**src/hdl/sst_pkg.sv**
```systemverilog
// shared types and constants for the sql statement tokenizer
// no dependencies; used by sst_lex, sst_outq and sql_statement_tokenizer_core
package sst_pkg;

    // most result items that one input byte can cause
    localparam int MAX_RESULTS = 3;
    localparam int CNT_W       = $clog2(MAX_RESULTS + 1);

    // lexer mode between bytes
    typedef enum logic [2:0] {
        MODE_IDLE  = 3'd0,
        MODE_IDENT = 3'd1,
        MODE_NUM   = 3'd2,
        MODE_LT    = 3'd3,
        MODE_GT    = 3'd4,
        MODE_BANG  = 3'd5,
        MODE_STR   = 3'd6,
        MODE_STRQ  = 3'd7
    } lex_mode_t;

    // token kind codes as seen on tok_kind
    typedef enum logic [2:0] {
        KIND_PUNCT = 3'd0,
        KIND_CMP   = 3'd1,
        KIND_STR   = 3'd2,
        KIND_NUM   = 3'd3,
        KIND_IDENT = 3'd4,
        KIND_END   = 3'd5,
        KIND_ERR   = 3'd6
    } tok_kind_t;

    // error codes
    localparam logic ERR_UNEXPECTED = 1'b0;
    localparam logic ERR_UNTERM     = 1'b1;

    // characters with a meaning to the lexer
    localparam logic [7:0] CH_LPAREN = 8'h28;
    localparam logic [7:0] CH_RPAREN = 8'h29;
    localparam logic [7:0] CH_COMMA  = 8'h2C;
    localparam logic [7:0] CH_STAR   = 8'h2A;
    localparam logic [7:0] CH_EQ     = 8'h3D;
    localparam logic [7:0] CH_SEMI   = 8'h3B;
    localparam logic [7:0] CH_BANG   = 8'h21;
    localparam logic [7:0] CH_LT     = 8'h3C;
    localparam logic [7:0] CH_GT     = 8'h3E;
    localparam logic [7:0] CH_QUOTE  = 8'h27;
    localparam logic [7:0] CH_MINUS  = 8'h2D;
    localparam logic [7:0] CH_UNDER  = 8'h5F;
    localparam logic [7:0] CH_DOT    = 8'h2E;
    localparam logic [7:0] CH_NUL    = 8'h00;

    // one result item
    typedef struct packed {
        logic [7:0] tbyte;
        tok_kind_t  kind;
        logic       first;
        logic       last;
        logic       err;
        logic       done;
    } tok_item_t;

    // result items of one input byte, handed from lexer to output queue
    typedef struct packed {
        logic                              valid;
        logic [CNT_W-1:0]                  cnt;
        tok_item_t [MAX_RESULTS-1:0]       items;
    } tok_bundle_t;

    // lexer state carried from byte to byte
    typedef struct packed {
        lex_mode_t  mode;
        logic [7:0] held_byte;
        tok_kind_t  held_kind;
        logic       held_valid;
        logic       held_first;
        logic       semi_held;
        logic       err_sink;
    } lex_state_t;

    localparam lex_state_t LEX_RESET = '{
        mode:       MODE_IDLE,
        held_byte:  8'h00,
        held_kind:  KIND_PUNCT,
        held_valid: 1'b0,
        held_first: 1'b0,
        semi_held:  1'b0,
        err_sink:   1'b0
    };

endpackage

```
**src/hdl/sst_outq.sv**
```systemverilog
// result register holding the items of one byte, drained one per cycle while out_ready is high
// depends on sst_pkg; loaded by sst_lex
module sst_outq (
    input  logic                 clk,
    input  logic                 rst_n,
    input  sst_pkg::tok_bundle_t push,
    output logic                 q_free,
    output logic                 out_valid,
    input  logic                 out_ready,
    output logic [7:0]           tok_byte,
    output logic [2:0]           tok_kind,
    output logic                 tok_first,
    output logic                 tok_last,
    output logic                 err_code,
    output logic                 stmt_done
);

    sst_pkg::tok_item_t [sst_pkg::MAX_RESULTS-1:0] items_reg;
    sst_pkg::tok_item_t [sst_pkg::MAX_RESULTS-1:0] items_next;
    logic [sst_pkg::CNT_W-1:0] rem_reg;
    logic [sst_pkg::CNT_W-1:0] rem_next;
    logic                      pop;

    assign out_valid = (rem_reg != '0);
    assign pop       = out_valid && out_ready;
    // empty now or emptied by this cycle's pop
    assign q_free    = (rem_reg == '0) || ((rem_reg == sst_pkg::CNT_W'(1)) && out_ready);

    always_comb
    begin
        items_next = items_reg;
        rem_next   = rem_reg;
        if (push.valid)
        begin
            items_next = push.items;
            rem_next   = push.cnt;
        end
        else if (pop)
        begin
            for (int i = 0; i < sst_pkg::MAX_RESULTS - 1; i++)
            begin
                items_next[i] = items_reg[i + 1];
            end
            rem_next = rem_reg - sst_pkg::CNT_W'(1);
        end
    end

    always_ff @(posedge clk or negedge rst_n)
    begin
        if (!rst_n)
        begin
            rem_reg <= '0;
        end
        else
        begin
            rem_reg <= rem_next;
        end
    end

    always_ff @(posedge clk)
    begin
        items_reg <= items_next;
    end

    assign tok_byte  = items_reg[0].tbyte;
    assign tok_kind  = items_reg[0].kind;
    assign tok_first = items_reg[0].first;
    assign tok_last  = items_reg[0].last;
    assign err_code  = items_reg[0].err;
    assign stmt_done = items_reg[0].done;

endmodule
```
**config.mk**
```make
export PLATFORM = sky130hd
export DESIGN_NAME = sst_outq
export DESIGN_NICKNAME = d
export VERILOG_FILES = /design/src/hdl/sst_pkg.sv /design/src/hdl/sst_outq.sv
export SDC_FILE = /design/constraint.sdc
export NUM_CORES = 1
export LEC_CHECK = 0
export BUFFER_PORTS_ARGS = -buffer_cell sky130_fd_sc_hd__buf_2
export CAP_MARGIN = 20
export CORE_MARGIN = 2
export CORE_UTILIZATION = 49
export CTS_CLUSTER_DIAMETER = 80
export CTS_CLUSTER_SIZE = 28
export DETAILED_ROUTE_END_ITERATION = 7
export PLACE_DENSITY = 0.84
export SLEW_MARGIN = 25
export SYNTH_ARGS = -nofsm -noshare
export SYNTH_HDL_FRONTEND = slang
export SYNTH_SLANG_ARGS = --single-unit
```
**constraint.sdc**
```tcl
create_clock -name clk -period 2.1 [get_ports clk]
set_input_delay 0.21 -clock clk [delete_from_list [all_inputs] [get_ports clk]]
set_output_delay 0.21 -clock clk [all_outputs]
set_load 0.02 [all_outputs]
```
==> impl_metrics.json, run 1 <==
{
  "drc": 0,
  "arrival_ps": 1590,
  "slew_headroom_pct": 71.6,
  "post-cts-setup-buffers": 0,
  "drv_cap": 0,
  "final_area_mm2": 0.00239,
  "yosysWarningCount": 0,
  "drtAntennaViolNets": 0,
  "cts_inserted_buffers": 5,
  "end_kind": "flop",
  "synth.avg_cell_area_um2": 18.1,
  "drt-vias-per-instance": 4.95,
  "vias": 1104,
  "required_ps": 2100,
  "gp_congestion": 0.700,
  "tightest_slew_ps": 426,
  "rr_startpoint": "rem_reg[0]",
  "p_leak_uw": 0.000990,
  "dp_hpwl_um": 2380,
  "drv_slew": 0,
  "layout-drive-gt1-share_pct": 63.4,
  "yosys-top-cells-area": "edfxtp_1 69%, mux2_2 17%, buf_4 4.2%, dfrtp_1 2.6%, ha_1 1.3%",
  "fillers": 287,
  "routed_wirelength_um": 3080,
  "fmax_ghz": 0.630,
  "min_from": "push[37]",
  "synth-seq-cells": 47,
  "yosys.area.top_type": "edfxtp_1",
  "stdcell_count": 223,
  "tns_ps": 0,
  "synthToLayoutAreaGrowth_pct": 22.2,
  "clk_pin_slew_ps": 80,
  "num_antenna_cells": 0,
  "synthCells": 108,
  "cts_sinks": 47,
  "startpoint": "rem_reg[0]",
  "grt_pass1_vias": 1131,
  "rsz0062_at_grt": "no",
  "fin_crit_sh_pct": 75.6,
  "die_h_um": 67.2,
  "overflow": 0,
  "multi_input_comb_area_um2": 438,
  "hold_viol_final": 0,
  "largest_register_ffs": 30,
  "htree_levels": 2,
  "synth_cell_types": 15,
  "fin_nets": 227,
  "dr.pass1.iters": 4,
  "netlist_area_mm2": 0.00196,
  "die-area_mm2": 0.00452,
  "fin_crit_ps": 1590,
  "finish.utilization_pct": 64.0,
  "core_area_mm2": 0.00374,
  "hp-class": "input pin to flop",
  "p_per_area_mw_per_mm2": 818,
  "layout_common_cells": "67 x buf_2, 45 x edfxtp_1, 30 x mux2_2, 5 x clkbuf_8, 5 x buf_4",
  "cts-root-buf": "clkbuf_8",
  "hold_ws_ps": 87.8,
  "cts_tree": "done",
  "portBuffers": 67,
  "placed_area_mm2": 0.00230,
  "final_common_cell": "buf_2",
  "clockBufferDepth": 2,
  "wire_per_inst_um": 13.8,
  "num_io_pins": 68,
  "antenna_found_initial": 0,
  "status": "finished clean",
  "std_cell_rows": 22,
  "drt-initial-drc-count": 45,
  "register_area_mm2": 0.00140,
  "ys_seq_area_share_pct": 71.5,
  "grt_usage_pct": 15.4,
  "setup.worst_path.class": "flop to flop",
  "grt_max_degree": 23,
  "peakVddDrop_uv": 617,
  "setup-violations-final": 0,
  "place_inst": 214,
  "die_w_um": 67.2,
  "cp-start-kind": "flop",
  "finalClockSkew_ps": 4.24,
  "synth_top_area_share_pct": 69.0,
  "synth.net_count": 161,
  "start_util_pct": 52.3,
  "worstSkewPairLatency_ps": 290,
  "grt_pass1_wl_um": 4890,
  "crit_fanout": 10
}
cell usage after synthesis:
cell	n
inv_1	3
or4b_1	2
nand2b_1	1
nand2_1	4
mux2_2	30
buf_4	11
edfxtp_1	45
buf_6	1
o211ai_2	1
o311ai_0	1
buf_2	3
or2_2	1
dfrtp_1	2
nor2b_1	1
ha_1	2
worst max-delay path, stage by stage, from the launching register on:
cell,delay [ps]
dfrtp_1,410
inv_1,70
ha_1,240
nor2b_1,220
or2_2,180
buf_4,190
power breakdown:
part           internal, µW  leakage, µW  total [µW]  switching, µW
Clock                   233    0.0000422         497            263
Sequential             1150     0.000473        1170           26.5
Combinational           137     0.000475         290            154
through the flow:
stage	setup slack, ps	power [µW]
floorplan	457	1390
global placement	642	1470
detailed placement	527	1490
CTS	524	1990
global route	429	2050
finish	513	1960
final cells by class:
cell class | count | share of cell area (%)
repair buffers | 74 | 16.8
clock inverters | 1 | 0.209
multi-input cells | 43 | 18.3
clock buffers | 7 | 3.19
inverters | 3 | 0.470
flip-flops and latches | 47 | 58.5
well taps | 48 | 2.51
logic make-up (layout without fill, tap and decap cells):
group,Yosys count,count (layout),synth area share (%)
adder cells (fa/ha/maj),2,2,1.28
AO/OA/AOI/OAI,2,2,1.09
AND/OR/NAND/NOR,9,9,2.75
multiplexers,30,30,17.2
flip-flops,47,47,71.5
buffers and inverters,18,85,6.13
routing by layer:
metal | vias up | track usage, % | wire (µm)
li1 | 524 | - | -
met1 | 517 | 17.1 | 1180
met2 | 55 | 25.5 | 1560
met3 | 8 | 5.33 | 263
met4 | 0 | 9.18 | 82
met5 | - | 0 | 0
worst paths after layout:
check | to | slack [ps] | cells after the start
max reg2reg | tok_byte[7] | 510 | 5
max | tok_byte[7] | 510 | 5
max in group asynchronous | rem_reg[0] | 1780 | 2
min | items_reg[37] | 90 | 1
min reg2reg | tok_byte[5] | 550 | 1
min in group asynchronous | rem_reg[1] | 220 | 2
timing repair:
item / CTS / global route
hold buffers: 1 / 0
endpoints found under the hold margin: 2 / 0
gates resized for setup: 0 / 0
Power figures use the tool's default switching activity.
==> run 2: changes to the inputs <==
- CORE_UTILIZATION: 49 -> 44
- PLACE_DENSITY: 0.84 -> 0.8
- clock period: 2.1 -> 1.4 ns (I/O delays scaled with it)
==> impl_metrics.json, run 2 (same netlist as run 1, synthesis figures left out) <==
{
  "grt_pass1_vias": 1260,
  "fin_nets": 233,
  "final_area_mm2": 0.00254,
  "std_cell_rows": 24,
  "end_kind": "flop",
  "timing.final.ws_setup_ps": 20.0,
  "drt-vias-per-instance": 4.84,
  "gp_congestion": 0.741,
  "stdcell_count": 233,
  "hp-class": "input pin to flop",
  "required_ps": 1460,
  "num_io_pins": 68,
  "die_h_um": 70.7,
  "layout-drive-gt1-share_pct": 68.0,
  "multi_input_comb_area_um2": 473,
  "p_per_area_mw_per_mm2": 1200,
  "die_w_um": 70.7,
  "crit_fanout": 16,
  "drt-initial-drc-count": 27,
  "status": "finished clean",
  "tightest_slew_ps": 230,
  "setup-violations-final": 0,
  "cts_inserted_buffers": 5,
  "cts-root-buf": "clkbuf_8",
  "drtAntennaViolNets": 0,
  "start_util_pct": 45.3,
  "hold_viol_final": 0,
  "dr.pass1.iters": 4,
  "fin_crit_ps": 1380,
  "setup.worst_path.class": "flop to flop",
  "wire_per_inst_um": 14.8,
  "overflow": 0,
  "worstSkewPairLatency_ps": 300,
  "synthToLayoutAreaGrowth_pct": 29.5,
  "largest_register_ffs": 30,
  "rsz0062_at_grt": "yes",
  "num_antenna_cells": 0,
  "fmax_ghz": 0.725,
  "routed_wirelength_um": 3460,
  "fin_crit_sh_pct": 98.6,
  "finalClockSkew_ps": 8.99,
  "htree_levels": 2,
  "placed_area_mm2": 0.00237,
  "grt_pass1_wl_um": 5790,
  "drc": 0,
  "antenna_found_initial": 0,
  "drv_cap": 0,
  "portBuffers": 67,
  "grt_max_degree": 23,
  "cts_tree": "done",
  "p_leak_uw": 0.00104,
  "dp_worst_setup_slack_ps": -26.4,
  "die-area_mm2": 0.00500,
  "place_inst": 220,
  "layout_common_cells": "66 x buf_2, 45 x edfxtp_1, 30 x mux2_2, 5 x clkbuf_8",
  "arrival_ps": 1440,
  "vias": 1128,
  "clk_pin_slew_ps": 90,
  "register_area_mm2": 0.00140,
  "fillers": 329,
  "dp_hpwl_um": 2610,
  "drv_slew": 0,
  "final_common_cell": "buf_2",
  "clockBufferDepth": 2,
  "slew_headroom_pct": 84.5,
  "cp-start-kind": "flop",
  "core_area_mm2": 0.00432,
  "tns_ps": 0,
  "grt_usage_pct": 15.2,
  "cts_sinks": 47,
  "peakVddDrop_uv": 787
}
[run 2: worst paths after layout]
kind / startpoint / to / slack (ps) / cells past startpoint
worst min-delay path: push[42] / items_reg[42] / 10 / 1
worst max-delay path: rem_reg[1] / stmt_done / 20 / 5
worst min register to register: items_reg[15] / stmt_done / 550 / 1
max in group asynchronous: rst_n / rem_reg[0] / 1150 / 2
min in group asynchronous: rst_n / rem_reg[1] / 140 / 2
worst max register to register: rem_reg[1] / stmt_done / 20 / 5
[run 2: layout make-up]
type                    instances  area share [%]
clock buffers                   5            2.71
clock inverters                 3           0.592
inverters                       3           0.444
multi-input cells              43            18.6
flip-flops and latches         47            55.2
well taps                      52            2.56
repair buffers                 80            19.8
[run 2: critical path: stages, from the launching register on]
cell     delay, ps
dfrtp_1        390
inv_2          110
ha_4           160
nor2b_2         50
or2_4          270
buf_12         160
[run 2: timing repair]
item	4_1_cts	5_1_grt
hold buffers	1	3
setup buffers	0	1
endpoints found under the setup margin	32	31
pin swaps	1	1
endpoints found under the hold margin	2	3
resized for setup	6	5
[run 2: report_power, final]
part / internal (µW) / leakage (µW) / switching, µW
Combinational: 268 / 0.000522 / 262
Clock: 342 / 0.0000477 / 427
Sequential: 1720 / 0.000473 / 38.4
[run 2: layer usage]
metal,vias to the layer above,GRT usage [%],wire (µm)
met1,539,17.7,1360
li1,539,-,-
met2,46,25.9,1810
met4,0,6.29,41
met5,-,0,0
met3,4,5.13,243
[run 2: through the flow]
stage | utilization [%] | power [µW] | hold slack [ps]
floorplan | - | 2090 | -156
global placement | 54.8 | 2240 | -73.9
detailed placement | 54.8 | 2270 | -71.2
CTS | 57.4 | 3060 | 3.07
global route | 58.7 | 3190 | 3.29
finish | 58.7 | 3060 | 14.3
